File: src/design/cma_pkg.sv
// ----------------------------------------------------------------------------
// cma_pkg
// Shared types and constants of the centered moving average core: register
// map of the configuration port and the control bundle of a divide job.
// ----------------------------------------------------------------------------
`default_nettype none

package cma_pkg;

  localparam int CFG_AW    = 3;
  localparam int CFG_DW    = 32;
  localparam int WIN_LEN_W = 7;

  localparam logic [WIN_LEN_W-1:0] WIN_LEN_RESET = 7'd3;

  // word index of each register (paddr[CFG_AW-1:2])
  localparam logic [CFG_AW-3:0] REG_WINDOW_LEN = 1'b0;

  typedef struct packed {
    logic pass;
    logic last;
  } cma_job_ctl_t;

endpackage

`default_nettype wire

File: src/design/centered_moving_average_core.sv
// ----------------------------------------------------------------------------
// centered_moving_average_core
// Centered moving average of length m (register window_len) over series of
// signed samples. Each in_ beat writes one sample into a circular buffer
// memory with one read port; the window sum is updated by read-modify-write
// (one read of the sample leaving the window, one of the even-length end
// sample), and the quotient comes from an iterative radix-4 divider, which
// overlaps the next sample; the window sequencer stalls input until it has
// handed its divide job on. The first sample of a series and the first after
// a length change replace the drop step (full window only) with a sum rebuild
// over min(span, samples held) stored samples.
// For m of 0 or 1 a sample passes through unchanged. Results leave through
// an output register; a stalled out_ beat holds the next result in the
// divider and the one after in the window sequencer, then stalls input.
// ----------------------------------------------------------------------------
`default_nettype none

module centered_moving_average_core import cma_pkg::*; #(
  parameter int MAX_WINDOW   = 64,
  parameter int SAMPLE_WIDTH = 16
) (
  input  logic                           clk,
  input  logic                           rst_n,
  input  logic                           psel,
  input  logic                           penable,
  input  logic                           pwrite,
  input  logic [CFG_AW-1:0]              paddr,
  input  logic [CFG_DW-1:0]              pwdata,
  output logic [CFG_DW-1:0]              prdata,
  output logic                           pready,
  input  logic                           in_valid,
  output logic                           in_stall,
  input  logic signed [SAMPLE_WIDTH-1:0] in_sample,
  input  logic                           in_series_end,
  output logic                           out_valid,
  input  logic                           out_stall,
  output logic signed [SAMPLE_WIDTH-1:0] out_average,
  output logic                           out_result_last
);

  localparam int NUM_W = SAMPLE_WIDTH + $clog2(MAX_WINDOW + 1) + 1;
  localparam int DEN_W = $clog2(2*MAX_WINDOW + 1);

  logic [WIN_LEN_W-1:0]           window_len;
  logic                           job_valid, job_ready;
  cma_job_ctl_t                   job_ctl;
  logic signed [NUM_W-1:0]        job_num;
  logic [DEN_W-1:0]               job_den;
  logic                           res_valid, res_ready, res_last;
  logic signed [SAMPLE_WIDTH-1:0] res_average;

  logic                           out_valid_r;
  logic signed [SAMPLE_WIDTH-1:0] out_average_r;
  logic                           out_last_r;

  cma_regs u_regs (
    .clk        (clk),
    .rst_n      (rst_n),
    .psel       (psel),
    .penable    (penable),
    .pwrite     (pwrite),
    .paddr      (paddr),
    .pwdata     (pwdata),
    .prdata     (prdata),
    .pready     (pready),
    .window_len (window_len)
  );

  cma_window #(
    .MAX_WINDOW   (MAX_WINDOW),
    .SAMPLE_WIDTH (SAMPLE_WIDTH)
  ) u_window (
    .clk           (clk),
    .rst_n         (rst_n),
    .window_len    (window_len),
    .in_valid      (in_valid),
    .in_stall      (in_stall),
    .in_sample     (in_sample),
    .in_series_end (in_series_end),
    .job_valid     (job_valid),
    .job_ready     (job_ready),
    .job_ctl       (job_ctl),
    .job_num       (job_num),
    .job_den       (job_den)
  );

  cma_div #(
    .SAMPLE_WIDTH (SAMPLE_WIDTH),
    .NUM_W        (NUM_W),
    .DEN_W        (DEN_W)
  ) u_div (
    .clk         (clk),
    .rst_n       (rst_n),
    .job_valid   (job_valid),
    .job_ready   (job_ready),
    .job_ctl     (job_ctl),
    .job_num     (job_num),
    .job_den     (job_den),
    .res_valid   (res_valid),
    .res_ready   (res_ready),
    .res_average (res_average),
    .res_last    (res_last)
  );

  assign res_ready = !out_valid_r || !out_stall;

  always_ff @(posedge clk) begin
    if (!rst_n) begin
      out_valid_r <= 1'b0;
    end else if (res_ready) begin
      out_valid_r <= res_valid;
    end
  end

  always_ff @(posedge clk) begin
    if (res_valid && res_ready) begin
      out_average_r <= res_average;
      out_last_r    <= res_last;
    end
  end

  assign out_valid       = out_valid_r;
  assign out_average     = out_average_r;
  assign out_result_last = out_last_r;

endmodule

`default_nettype wire

File: src/design/cma_regs.sv
// ----------------------------------------------------------------------------
// cma_regs
// APB-style configuration register file: holds the window length.
// ----------------------------------------------------------------------------
`default_nettype none

module cma_regs import cma_pkg::*; (
  input  logic                 clk,
  input  logic                 rst_n,
  input  logic                 psel,
  input  logic                 penable,
  input  logic                 pwrite,
  input  logic [CFG_AW-1:0]    paddr,
  input  logic [CFG_DW-1:0]    pwdata,
  output logic [CFG_DW-1:0]    prdata,
  output logic                 pready,
  output logic [WIN_LEN_W-1:0] window_len
);

  logic [WIN_LEN_W-1:0] window_len_r;
  logic [CFG_AW-3:0]    reg_idx;
  logic                 wr_en;

  assign reg_idx    = paddr[CFG_AW-1:2];
  assign wr_en      = psel && penable && pwrite && (reg_idx == REG_WINDOW_LEN);
  assign pready     = 1'b1;
  assign window_len = window_len_r;

  always_ff @(posedge clk) begin
    if (!rst_n) begin
      window_len_r <= WIN_LEN_RESET;
    end else if (wr_en) begin
      window_len_r <= pwdata[WIN_LEN_W-1:0];
    end
  end

  always_comb begin
    unique case (reg_idx)
      REG_WINDOW_LEN: prdata = {{(CFG_DW-WIN_LEN_W){1'b0}}, window_len_r};
      default:        prdata = '0;
    endcase
  end

endmodule

`default_nettype wire

File: src/design/cma_window.sv
// ----------------------------------------------------------------------------
// cma_window
// Sample memory and window sequencer: stores each sample in a circular
// buffer, keeps the running window sum by read-modify-write, rebuilds it
// on a new series or a length change, and issues one divide job per result.
// ----------------------------------------------------------------------------
`default_nettype none

module cma_window import cma_pkg::*; #(
  parameter int MAX_WINDOW   = 64,
  parameter int SAMPLE_WIDTH = 16
) (
  input  logic                                   clk,
  input  logic                                   rst_n,
  input  logic [WIN_LEN_W-1:0]                   window_len,
  input  logic                                   in_valid,
  output logic                                   in_stall,
  input  logic signed [SAMPLE_WIDTH-1:0]         in_sample,
  input  logic                                   in_series_end,
  output logic                                   job_valid,
  input  logic                                   job_ready,
  output cma_job_ctl_t                           job_ctl,
  output logic signed [SAMPLE_WIDTH+$clog2(MAX_WINDOW+1):0] job_num,
  output logic [$clog2(2*MAX_WINDOW+1)-1:0]      job_den
);

  localparam int LINE_DEPTH = MAX_WINDOW + 1;
  localparam int MEM_DEPTH  = MAX_WINDOW + 2;
  localparam int IDX_W      = $clog2(MEM_DEPTH);
  localparam int SUM_W      = SAMPLE_WIDTH + $clog2(LINE_DEPTH);
  localparam int NUM_W      = SUM_W + 1;
  localparam int DEN_W      = $clog2(2*MAX_WINDOW+1);

  typedef enum logic [4:0] {
    W_IDLE = 5'b00001,
    W_SUM  = 5'b00010,
    W_DROP = 5'b00100,
    W_FIN  = 5'b01000,
    W_JOB  = 5'b10000
  } win_state_t;

  win_state_t st_r, st_nxt;

  logic [IDX_W-1:0]               wp_r, wp_nxt, fill_r, fill_nxt;
  logic signed [SUM_W-1:0]        sum_r, sum_nxt;
  logic [IDX_W-1:0]               sum_span_r, sum_span_nxt;
  logic                           sum_ok_r, sum_ok_nxt;
  logic signed [SAMPLE_WIDTH-1:0] smp_r, smp_nxt;
  logic                           last_r, last_nxt;
  logic [IDX_W-1:0]               m_r, m_nxt, span_r, span_nxt, cnt_r, cnt_nxt;
  logic                           even_r, even_nxt;
  logic [IDX_W-1:0]               rd_idx_r, rd_idx_nxt;
  logic                           rd_vld_r, rd_vld_nxt;
  logic                           phase_r, phase_nxt;
  logic                           job_pass_r, job_pass_nxt;
  logic signed [NUM_W-1:0]        job_num_r, job_num_nxt;
  logic [DEN_W-1:0]               job_den_r, job_den_nxt;

  logic signed [SAMPLE_WIDTH-1:0] mem [MEM_DEPTH];
  logic signed [SAMPLE_WIDTH-1:0] rd_data_r;
  logic                           mem_we;

  logic [31:0]             len_ext;
  logic [IDX_W-1:0]        m_eff, span_eff, fill_new, cnt_eff, wp_inc, rd_addr;
  logic                    even_eff, pass_eff, rebuild, rd_issue, full;
  logic [IDX_W:0]          addr_diff;
  logic signed [NUM_W-1:0] num2, ends;

  assign len_ext  = 32'(window_len);
  assign m_eff    = (len_ext > 32'(MAX_WINDOW)) ? IDX_W'(MAX_WINDOW) : IDX_W'(window_len);
  assign even_eff = ~m_eff[0];
  assign span_eff = m_eff + IDX_W'(even_eff);
  assign pass_eff = (m_eff <= IDX_W'(1));
  assign fill_new = (fill_r == IDX_W'(LINE_DEPTH)) ? fill_r : fill_r + IDX_W'(1);
  assign cnt_eff  = (span_eff < fill_new) ? span_eff : fill_new;
  assign rebuild  = !sum_ok_r || (sum_span_r != span_eff);
  assign wp_inc   = (wp_r == IDX_W'(MEM_DEPTH-1)) ? '0 : wp_r + IDX_W'(1);

  assign addr_diff = {1'b0, wp_r} - {1'b0, rd_idx_r};
  assign rd_addr   = addr_diff[IDX_W] ? IDX_W'(addr_diff + (IDX_W+1)'(MEM_DEPTH))
                                      : addr_diff[IDX_W-1:0];
  assign rd_issue  = (st_r == W_SUM) && (rd_idx_r < cnt_r);

  assign full = (fill_r >= span_r);
  assign num2 = {sum_r, 1'b0};
  assign ends = NUM_W'(smp_r) + NUM_W'(rd_data_r);

  assign in_stall  = (st_r != W_IDLE);
  assign job_valid = (st_r == W_JOB);
  assign job_ctl   = '{pass: job_pass_r, last: last_r};
  assign job_num   = job_num_r;
  assign job_den   = job_den_r;

  always_comb begin
    st_nxt       = st_r;
    wp_nxt       = wp_r;
    fill_nxt     = fill_r;
    sum_nxt      = sum_r;
    sum_span_nxt = sum_span_r;
    sum_ok_nxt   = sum_ok_r;
    smp_nxt      = smp_r;
    last_nxt     = last_r;
    m_nxt        = m_r;
    span_nxt     = span_r;
    even_nxt     = even_r;
    cnt_nxt      = cnt_r;
    rd_idx_nxt   = rd_idx_r;
    rd_vld_nxt   = rd_issue;
    phase_nxt    = phase_r;
    job_pass_nxt = job_pass_r;
    job_num_nxt  = job_num_r;
    job_den_nxt  = job_den_r;
    mem_we       = 1'b0;
    unique case (st_r)
      W_IDLE: begin
        if (in_valid) begin
          mem_we    = 1'b1;
          wp_nxt    = wp_inc;
          fill_nxt  = fill_new;
          smp_nxt   = in_sample;
          last_nxt  = in_series_end;
          m_nxt     = m_eff;
          span_nxt  = span_eff;
          even_nxt  = even_eff;
          cnt_nxt   = cnt_eff;
          phase_nxt = 1'b0;
          if (pass_eff) begin
            job_pass_nxt = 1'b1;
            job_num_nxt  = NUM_W'(in_sample);
            sum_ok_nxt   = 1'b0;
            st_nxt       = W_JOB;
          end else if (rebuild) begin
            sum_nxt    = '0;
            rd_idx_nxt = '0;
            st_nxt     = W_SUM;
          end else begin
            sum_nxt = sum_r + SUM_W'(in_sample);
            if (fill_r >= span_eff) begin
              rd_idx_nxt = span_eff;
              st_nxt     = W_DROP;
            end else begin
              rd_idx_nxt = span_eff - IDX_W'(1);
              st_nxt     = W_FIN;
            end
          end
        end
      end
      W_SUM: begin
        if (rd_issue) begin
          rd_idx_nxt = rd_idx_r + IDX_W'(1);
        end
        if (rd_vld_r) begin
          sum_nxt = sum_r + SUM_W'(rd_data_r);
        end
        if (!rd_issue && !rd_vld_r) begin
          sum_span_nxt = span_r;
          sum_ok_nxt   = 1'b1;
          rd_idx_nxt   = span_r - IDX_W'(1);
          st_nxt       = W_FIN;
        end
      end
      W_DROP: begin
        if (!phase_r) begin
          phase_nxt = 1'b1;
        end else begin
          sum_nxt    = sum_r - SUM_W'(rd_data_r);
          rd_idx_nxt = span_r - IDX_W'(1);
          phase_nxt  = 1'b0;
          st_nxt     = W_FIN;
        end
      end
      W_FIN: begin
        if (!phase_r) begin
          phase_nxt = 1'b1;
        end else begin
          phase_nxt    = 1'b0;
          job_pass_nxt = 1'b0;
          if (full) begin
            job_num_nxt = even_r ? num2 - ends : num2;
            job_den_nxt = DEN_W'({m_r, 1'b0});
            st_nxt      = W_JOB;
          end else if (last_r) begin
            job_num_nxt = NUM_W'(sum_r);
            job_den_nxt = DEN_W'(fill_r);
            st_nxt      = W_JOB;
          end else begin
            st_nxt = W_IDLE;
          end
        end
      end
      W_JOB: begin
        if (job_ready) begin
          if (last_r) begin
            fill_nxt   = '0;
            sum_nxt    = '0;
            sum_ok_nxt = 1'b0;
          end
          st_nxt = W_IDLE;
        end
      end
      default: st_nxt = W_IDLE;
    endcase
  end

  always_ff @(posedge clk) begin
    if (mem_we) begin
      mem[wp_inc] <= in_sample;
    end
    rd_data_r <= mem[rd_addr];
  end

  always_ff @(posedge clk) begin
    if (!rst_n) begin
      st_r     <= W_IDLE;
      wp_r     <= '0;
      fill_r   <= '0;
      sum_ok_r <= 1'b0;
      rd_vld_r <= 1'b0;
      phase_r  <= 1'b0;
    end else begin
      st_r     <= st_nxt;
      wp_r     <= wp_nxt;
      fill_r   <= fill_nxt;
      sum_ok_r <= sum_ok_nxt;
      rd_vld_r <= rd_vld_nxt;
      phase_r  <= phase_nxt;
    end
  end

  always_ff @(posedge clk) begin
    sum_r      <= sum_nxt;
    sum_span_r <= sum_span_nxt;
    smp_r      <= smp_nxt;
    last_r     <= last_nxt;
    m_r        <= m_nxt;
    span_r     <= span_nxt;
    even_r     <= even_nxt;
    cnt_r      <= cnt_nxt;
    rd_idx_r   <= rd_idx_nxt;
    job_pass_r <= job_pass_nxt;
    job_num_r  <= job_num_nxt;
    job_den_r  <= job_den_nxt;
  end

`ifndef NO_ASSERTIONS
  a_busy_after_accept: assert property (@(posedge clk) disable iff (!rst_n)
    (st_r == W_IDLE && in_valid) |=> (st_r != W_IDLE))
    else $error("sequencer idle right after accepting a beat");

  a_clear_on_last: assert property (@(posedge clk) disable iff (!rst_n)
    (st_r == W_JOB && job_ready && last_r) |=> (fill_r == '0 && !sum_ok_r))
    else $error("series state not cleared after last beat");

  a_fill_bound: assert property (@(posedge clk) disable iff (!rst_n)
    (fill_r <= IDX_W'(LINE_DEPTH)))
    else $error("fill count beyond line depth");
`endif

endmodule

`default_nettype wire

File: src/design/cma_div.sv
// ----------------------------------------------------------------------------
// cma_div
// Iterative radix-4 restoring divider: signed numerator by small unsigned
// divisor, quotient truncated toward zero; pass-through jobs skip the loop.
// ----------------------------------------------------------------------------
`default_nettype none

module cma_div import cma_pkg::*; #(
  parameter int SAMPLE_WIDTH = 16,
  parameter int NUM_W        = 24,
  parameter int DEN_W        = 8
) (
  input  logic                           clk,
  input  logic                           rst_n,
  input  logic                           job_valid,
  output logic                           job_ready,
  input  cma_job_ctl_t                   job_ctl,
  input  logic signed [NUM_W-1:0]        job_num,
  input  logic [DEN_W-1:0]               job_den,
  output logic                           res_valid,
  input  logic                           res_ready,
  output logic signed [SAMPLE_WIDTH-1:0] res_average,
  output logic                           res_last
);

  localparam int STEPS  = (NUM_W + 1) / 2;
  localparam int A_W    = 2 * STEPS;
  localparam int STEP_W = $clog2(STEPS + 1);

  typedef enum logic [2:0] {
    D_IDLE = 3'b001,
    D_RUN  = 3'b010,
    D_DONE = 3'b100
  } div_state_t;

  div_state_t st_r, st_nxt;

  logic [A_W-1:0]          a_r, a_nxt, a_w;
  logic [DEN_W-1:0]        rem_r, rem_nxt, r_w, den_r, den_nxt;
  logic [DEN_W:0]          t_w;
  logic                    ge_w;
  logic                    neg_r, neg_nxt, last_r, last_nxt;
  logic [STEP_W-1:0]       step_r, step_nxt;
  logic [SAMPLE_WIDTH-1:0] avg_r, avg_nxt, q_w;
  logic [NUM_W-1:0]        mag;

  assign mag = job_num[NUM_W-1] ? -job_num : job_num;
  assign q_w = a_w[SAMPLE_WIDTH-1:0];

  assign job_ready   = (st_r == D_IDLE);
  assign res_valid   = (st_r == D_DONE);
  assign res_average = avg_r;
  assign res_last    = last_r;

  always_comb begin
    a_w  = a_r;
    r_w  = rem_r;
    t_w  = '0;
    ge_w = 1'b0;
    for (int k = 0; k < 2; k++) begin
      t_w  = {r_w, a_w[A_W-1]};
      ge_w = (t_w >= {1'b0, den_r});
      r_w  = ge_w ? DEN_W'(t_w - {1'b0, den_r}) : t_w[DEN_W-1:0];
      a_w  = {a_w[A_W-2:0], ge_w};
    end
  end

  always_comb begin
    st_nxt   = st_r;
    a_nxt    = a_r;
    rem_nxt  = rem_r;
    den_nxt  = den_r;
    neg_nxt  = neg_r;
    last_nxt = last_r;
    step_nxt = step_r;
    avg_nxt  = avg_r;
    unique case (st_r)
      D_IDLE: begin
        if (job_valid) begin
          last_nxt = job_ctl.last;
          if (job_ctl.pass) begin
            avg_nxt = job_num[SAMPLE_WIDTH-1:0];
            st_nxt  = D_DONE;
          end else begin
            neg_nxt  = job_num[NUM_W-1];
            a_nxt    = A_W'(mag);
            rem_nxt  = '0;
            den_nxt  = job_den;
            step_nxt = '0;
            st_nxt   = D_RUN;
          end
        end
      end
      D_RUN: begin
        a_nxt    = a_w;
        rem_nxt  = r_w;
        step_nxt = step_r + STEP_W'(1);
        if (step_r == STEP_W'(STEPS - 1)) begin
          avg_nxt = neg_r ? -q_w : q_w;
          st_nxt  = D_DONE;
        end
      end
      D_DONE: begin
        if (res_ready) begin
          st_nxt = D_IDLE;
        end
      end
      default: st_nxt = D_IDLE;
    endcase
  end

  always_ff @(posedge clk) begin
    if (!rst_n) begin
      st_r   <= D_IDLE;
      step_r <= '0;
    end else begin
      st_r   <= st_nxt;
      step_r <= step_nxt;
    end
  end

  always_ff @(posedge clk) begin
    a_r    <= a_nxt;
    rem_r  <= rem_nxt;
    den_r  <= den_nxt;
    neg_r  <= neg_nxt;
    last_r <= last_nxt;
    avg_r  <= avg_nxt;
  end

`ifndef NO_ASSERTIONS
  a_pass_done: assert property (@(posedge clk) disable iff (!rst_n)
    (st_r == D_IDLE && job_valid && job_ctl.pass) |=> res_valid)
    else $error("pass-through job did not complete in one cycle");

  a_step_bound: assert property (@(posedge clk) disable iff (!rst_n)
    (st_r == D_RUN) |-> (step_r < STEP_W'(STEPS)))
    else $error("divider step count out of range");
`endif

endmodule

`default_nettype wire

File: config.mk
export PLATFORM = sky130hd
export DESIGN_NAME = centered_moving_average_core
export DESIGN_NICKNAME = d
export VERILOG_FILES = /design/src/design/cma_pkg.sv /design/src/design/centered_moving_average_core.sv /design/src/design/cma_regs.sv /design/src/design/cma_window.sv /design/src/design/cma_div.sv
export SDC_FILE = /design/constraint.sdc
export NUM_CORES = 2
export LEC_CHECK = 0
export ABC_AREA = 1
export BUFFER_PORTS_ARGS = -buffer_cell sky130_fd_sc_hd__buf_2
export CORE_MARGIN = 3
export CORE_UTILIZATION = 54
export CTS_CLUSTER_DIAMETER = 150
export CTS_CLUSTER_SIZE = 20
export DETAILED_ROUTE_END_ITERATION = 10
export GPL_TIMING_DRIVEN = 0
export PLACE_DENSITY = 0.8
export SYNTH_ARGS = -nofsm -noshare
export SYNTH_HDL_FRONTEND = slang
export SYNTH_SLANG_ARGS = --single-unit
File: constraint.sdc
create_clock -name clk -period 10.3 [get_ports clk]
set_clock_uncertainty 0.15 [all_clocks]
set_input_delay 1.545 -clock clk [delete_from_list [all_inputs] [get_ports clk]]
set_output_delay 1.545 -clock clk [all_outputs]
set_load 0.02 [all_outputs]
-- After elaboration in Yosys (flattened, before gate mapping)
Memory sizes are Yosys's and may differ from the RTL's. A register that Yosys moved wholly into a read port is not among the register bits.
Cells that the tools add are included.
- bits in registers: 221
- bits in writable memories: 1056
- bits of input ports: 59
- output and inout port bits: 52
- word-level logic and storage cells: 213
- memories: 1
- add/sub/neg operators: 18
- order comparisons: 8
- eq/ne operators: 29
- multiplexer cells: 85
- bitwise logic cells: 3
- reduce and logical (&&, ||, !) cells: 38
- memories (name ; words ; bits a word ; read ports ; clocked after memory_dff ; wr ports ; line ; source):
    u_window.mem ; 66 ; 16 ; 1 ; 1 ; 1 ; cma_window.sv:59 ; logic signed [SAMPLE_WIDTH-1:0] mem [MEM_DEPTH];
- operators by type and width (kind ; count):
    24-bit two-way mux ; 9
    23-bit two-way mux ; 7
    7-bit two-way mux ; 16
    24-bit one-hot mux with 2 select lines ; 2
    23-bit one-hot mux with 4 select lines ; 1
    16-bit two-way mux ; 4
    8-bit two-way mux ; 6
    23-bit by 16-bit adder with 23-bit output ; 2
    5-bit two-way mux ; 9
    16-bit one-hot mux with 2 select lines ; 1
    5-bit one-hot mux with 5 select lines ; 1
    24-bit negator ; 1
    24-bit subtractor ; 1
    23-bit by 16-bit subtractor with 23-bit output ; 1
    7-bit by 1-bit adder with 7-bit output (second input constant) ; 3
    7-bit one-hot mux with 3 select lines ; 1
    9-bit by 8-bit >= comparator with 1-bit output ; 2
    2-bit by 1-bit != test with 1-bit output (second input constant) ; 9
    16-bit by 16-bit adder with 17-bit output ; 1
    16-bit negator ; 1
    8-bit one-hot mux with 2 select lines ; 1
    8-bit subtractor ; 2
    5-bit AND reduction ; 3
    7-bit equality test (second input constant) ; 2
    other kinds (44) ; 95

-- Logic depth before layout (Yosys ltp)
- depth in word-level cells: 10
- depth in mapped cells: 31
- depth with buffers taken out: 31

-- By module
From an unflattened synthesis, not the netlist that was laid out.
- cell total of the unflattened synthesis: 5201
- area, all modules: 60055.1 um2
- by module, submodules not included (module ; times used ; cells each ; area an instance (um2) ; seq. area each (um2)):
    cma_window ; 1 ; 4526 ; 54379.7 ; 35504.1
    cma_div ; 1 ; 563 ; 4489.3 ; 1881.8
    cma_regs ; 1 ; 89 ; 628.1 ; 140.1
    centered_moving_average_core ; 1 ; 23 ; 558.0 ; 530.5

-- Worst setup path after synthesis
No wires, ideal clock.
- path type: register -> register
- from: reg u_div.rem_r[1]
- to: reg u_div.avg_r[8] (netlist: u_div.res_average[8]) (data pin)
- arrival time: 4263 ps
- data required time: 9880 ps
- path slack: 5617 ps
- stages on the path, launching flop included: 26
- cell sequence: edfxtp_1 ha_1 nand3_1 nand2_1 nand2_1 nand2_1 nand2_1 nand2_1 buf_2 clkinv_1 o21ai_0 ha_1 nand3_1 nand2_1 nand2_1 o311ai_0 nand2_1 nand3_1 inv_1 ha_1 inv_1 nor3_1 nand3_1 nor3_1 nor4_1 or3b_2
- longest elaborated chain between the ends: 7
- elaborated cells on any way between the ends: 8
- classes of those cells: add/sub: 2; order compare: 2; mux: 4
- RTL lines (what ; line ; source):
    start: declaration ; cma_div.sv:39 ; logic [DEN_W-1:0] rem_r, rem_nxt, r_w, den_r, den_nxt;
    start signal: assignment ; cma_div.sv:124 ; rem_r <= rem_nxt;
    8-bit subtractor or 9-bit by 8-bit >= comparator with 1-bit output (tied branches) ; cma_div.sv:63, cma_div.sv:62 ;
    8-bit two-way mux ; cma_div.sv:63 ; r_w = ge_w ? DEN_W'(t_w - {1'b0, den_r}) : t_w[DEN_W-1:0];
    9-bit by 8-bit >= comparator with 1-bit output ; cma_div.sv:62 ; ge_w = (t_w >= {1'b0, den_r});
    16-bit negator (*) ; cma_div.sv:99 ; avg_nxt = neg_r ? -q_w : q_w;
    16-bit two-way mux (*) ; cma_div.sv:99 ;
    16-bit two-way mux (*) ; cma_div.sv:98 ; if (step_r == STEP_W'(STEPS - 1)) begin
    16-bit one-hot mux with 2 select lines (*) ; cma_div.sv:77 ; unique case (st_r)
    net u_div.avg_nxt[8] ; cma_div.sv:44 ; logic [SAMPLE_WIDTH-1:0] avg_r, avg_nxt, q_w;
    end signal: assignment ; cma_div.sv:128 ; avg_r <= avg_nxt;
    end: declaration ; cma_div.sv:44 ;
The timed path passes the listed nets; every way through them passes the cells marked *. The select of a mux whose other input is x is not followed.
A chain may end at the register's enable or synchronous reset.

-- Worst setup path in the final report
- from: reg u_div.rem_r[1]
- to: reg u_div.avg_r[14] (netlist: u_div.res_average[14]) (data pin)
Same word-level chain as after synthesis.

==> results.json <==
{
  "die_area_um2": 114000,
  "root_buffer": "clkbuf_16",
  "max_slew_margin": 0.195,
  "ant_nets": 0,
  "synth_area_leader_cell": "edfxtp_1",
  "remaining_drc_errors": 0,
  "async_flop_share": 0,
  "grt_antenna_before_repair": 4,
  "totalWireLength_um": 176000,
  "cts_buffers": 74,
  "ys_types": 57,
  "die_width_um": 338,
  "nets": 5513,
  "post_cts_buffers": 0,
  "grt_pass1_vias": 40700,
  "synth_edf_count": 1232,
  "fill_cells": 8389,
  "cts_tree": "built",
  "grtUsageTotal": 0.299,
  "finalHoldViolCount": 0,
  "initial_core_util": 0.546,
  "cp-end-kind": "flip-flop",
  "ys.flop_type": "edfxtp_1",
  "required_ns": 10.58,
  "slowest_stage": "o21ai_0",
  "syn_area_um2": 59600,
  "rsz0062_at_grt": "no",
  "ys_warn_count": 0,
  "postCtsHoldBufs": 0,
  "worst-path-buf-inv": 4,
  "netlist_instances": 5078,
  "cts_sinks": 1285,
  "fin_tns_setup_ns": 0,
  "first_pass_iters": 9,
  "drtIter0Drc": 6541,
  "place_congestion": 1.02,
  "portBuffers": 55,
  "cts-htree-levels": 3,
  "period_needed_ns": 5.83,
  "crit_path_max_fanout": 10,
  "area_growth_pct": 9.96,
  "critical_path_class": "flip-flop to flip-flop",
  "via_per_inst": 6.27,
  "critical-path-top-cell-by-count": "nand2_1",
  "reg2regPathDepth": 28,
  "fin_crit_sh": 0.566,
  "routedWlPerCell_um": 25.8,
  "synth_seq_area_share": 0.638,
  "grt_first_pass_wirelength_um": 256000,
  "worst_slew_pin_slew_ns": 1.20,
  "status": "complete, no violations",
  "boundaryPins": 111,
  "setup_viol": 0,
  "holdPathStages": 0,
  "path_depth": 28,
  "crit_arrival_ns": 6.10,
  "ctsLongestPathBuffers": 3,
  "synth_area_leaders": "edfxtp_1 (62%), mux2i_1 (8.6%), nand3_1 (5.8%), nand2_1 (5.6%), ha_1 (2.9%)",
  "coreArea_um2": 109000,
  "clk_pin_slew_ns": 0.08,
  "grt_overflow": 0,
  "crit_family": "simple AND/OR/NAND/NOR gates",
  "dpl.hpwl_um": 120000,
  "insertion_delay_ns": 0.69,
  "maxCapViolations": 0,
  "vias": 42700,
  "cts_resized": 0,
  "cp-start-kind": "flip-flop",
  "slew_violations": 0,
  "fmax_mhz": 172,
  "synth_top_area_share": 0.621,
  "ys_seq_elements": 1285,
  "hp-class": "flip-flop to flip-flop",
  "std_cell_rows": 121,
  "syn_area_per_cell_um2": 11.7,
  "drive_above_1_share": 0.0783,
  "cpPeakStageDelay_ns": 0.52,
  "grt_max_degree": 77,
  "die_h_um": 338
}
## per-layer routing
layer  vias to the layer above  share of wire  GRT usage
li1                      18700              -          -
met1                     20300           0.35      0.385
met2                      3081           0.45      0.461
met3                       649           0.13     0.0700
met4                         4          0.072      0.183
met5                         -        0.00017          0
## state kept, by name, summed over array words and instances (netlist names), 8 cells and up
signal,flops
u_window.job_num,24
u_div.res_average,16
u_div.den_r,8
out_average,16
u_div.a_r,24
u_div.rem_r,8
u_window.smp_r,16
u_window.sum_r,23
u_window.job_den,8
u_window.mem,1056
u_window.rd_data_r,16
## cell type report
| cell class | count | area (µm²) | area share |
|---|---|---|---|
| tap | 1476 | 1850 | 0.0282 |
| clock inverter | 6 | 93.8 | 0.00143 |
| inverter | 293 | 1100 | 0.0168 |
| sequential | 1285 | 38100 | 0.581 |
| multi-input combinational | 3285 | 19600 | 0.299 |
| clock buffer | 103 | 1960 | 0.0299 |
| buffer | 239 | 1110 | 0.0169 |
| antenna | 1 | 2.50 | 0.0000382 |
| timing repair buffer | 130 | 1760 | 0.0269 |
## final timing paths
check / start / end / slack [ns]
max: u_div.rem_r[1] / u_div.res_average[14] / 4.47
min: u_window.job_den[6] / u_div.den_r[6] / 0.27
max reg2reg: u_div.rem_r[1] / u_div.res_average[14] / 4.47
min reg2reg: u_window.job_den[6] / u_div.den_r[6] / 0.27
## cells by family after synthesis
logic type,synth area share
and+or+nand+nor,0.142
DFF,0.638
AOI/OAI and AO/OA,0.0509
buffers and inverters,0.0371
muxes,0.0861
adders and majority gates,0.0315
xor gates and xnor gates,0.0137
other,0.000126
## metrics by stage
stage                     setup WS, ns   util  cells  hold WS, ns  area [µm²]
final                             4.47  0.601   6818        0.274       65600
after global routing              3.81  0.601   6817        0.281       65600
after detailed placement          4.49  0.581   6707        0.255       63500
after CTS                         4.47  0.600   6816        0.275       65500
after floorplan                   5.62      -   5102        0.250       59700
after global placement            4.03  0.566   6633        0.250       61800
## synth_stat cells, types with 3 or more instances
cell / count
clkbuf_1: 114
buf_2: 77
fa_1: 7
nand2_2: 4
nor4_1: 9
or2_2: 13
nor3_1: 34
a31oi_1: 13
a21oi_1: 211
clkinv_1: 6
buf_4: 31
xnor2_1: 23
nand4_1: 24
o21ai_0: 203
a211oi_1: 6
xor2_1: 60
inv_1: 284
o221ai_1: 8
edfxtp_1: 1232
o21bai_1: 12
inv_2: 3
nand2_1: 894
a21boi_0: 5
o31ai_1: 13
nand3_1: 692
mux2i_1: 513
o22ai_1: 9
a21o_1: 7
buf_1: 17
xor2_2: 3
o211ai_1: 39
nor2_1: 286
nand3b_1: 5
o21a_1: 4
ha_1: 139
dfxtp_1: 53
## cells in the final DEF (no fill, tap or decap), drive strengths merged, types with 13 or more instances in the layout
cell    count
o21ai     204
edfxtp   1232
nand3     692
buf       255
clkbuf    217
ha        139
inv       289
conb       26
a21oi     211
xor2       64
dfxtp      53
nand4      24
xnor2      24
nand2     898
nor3       35
o31ai      13
a31oi      13
or2        13
nor2      288
mux2i     513
o211ai     39
Power is left out: the tool's default activity adds up to more than one toggle a clock period on the data nets, which glitch-free logic cannot reach.
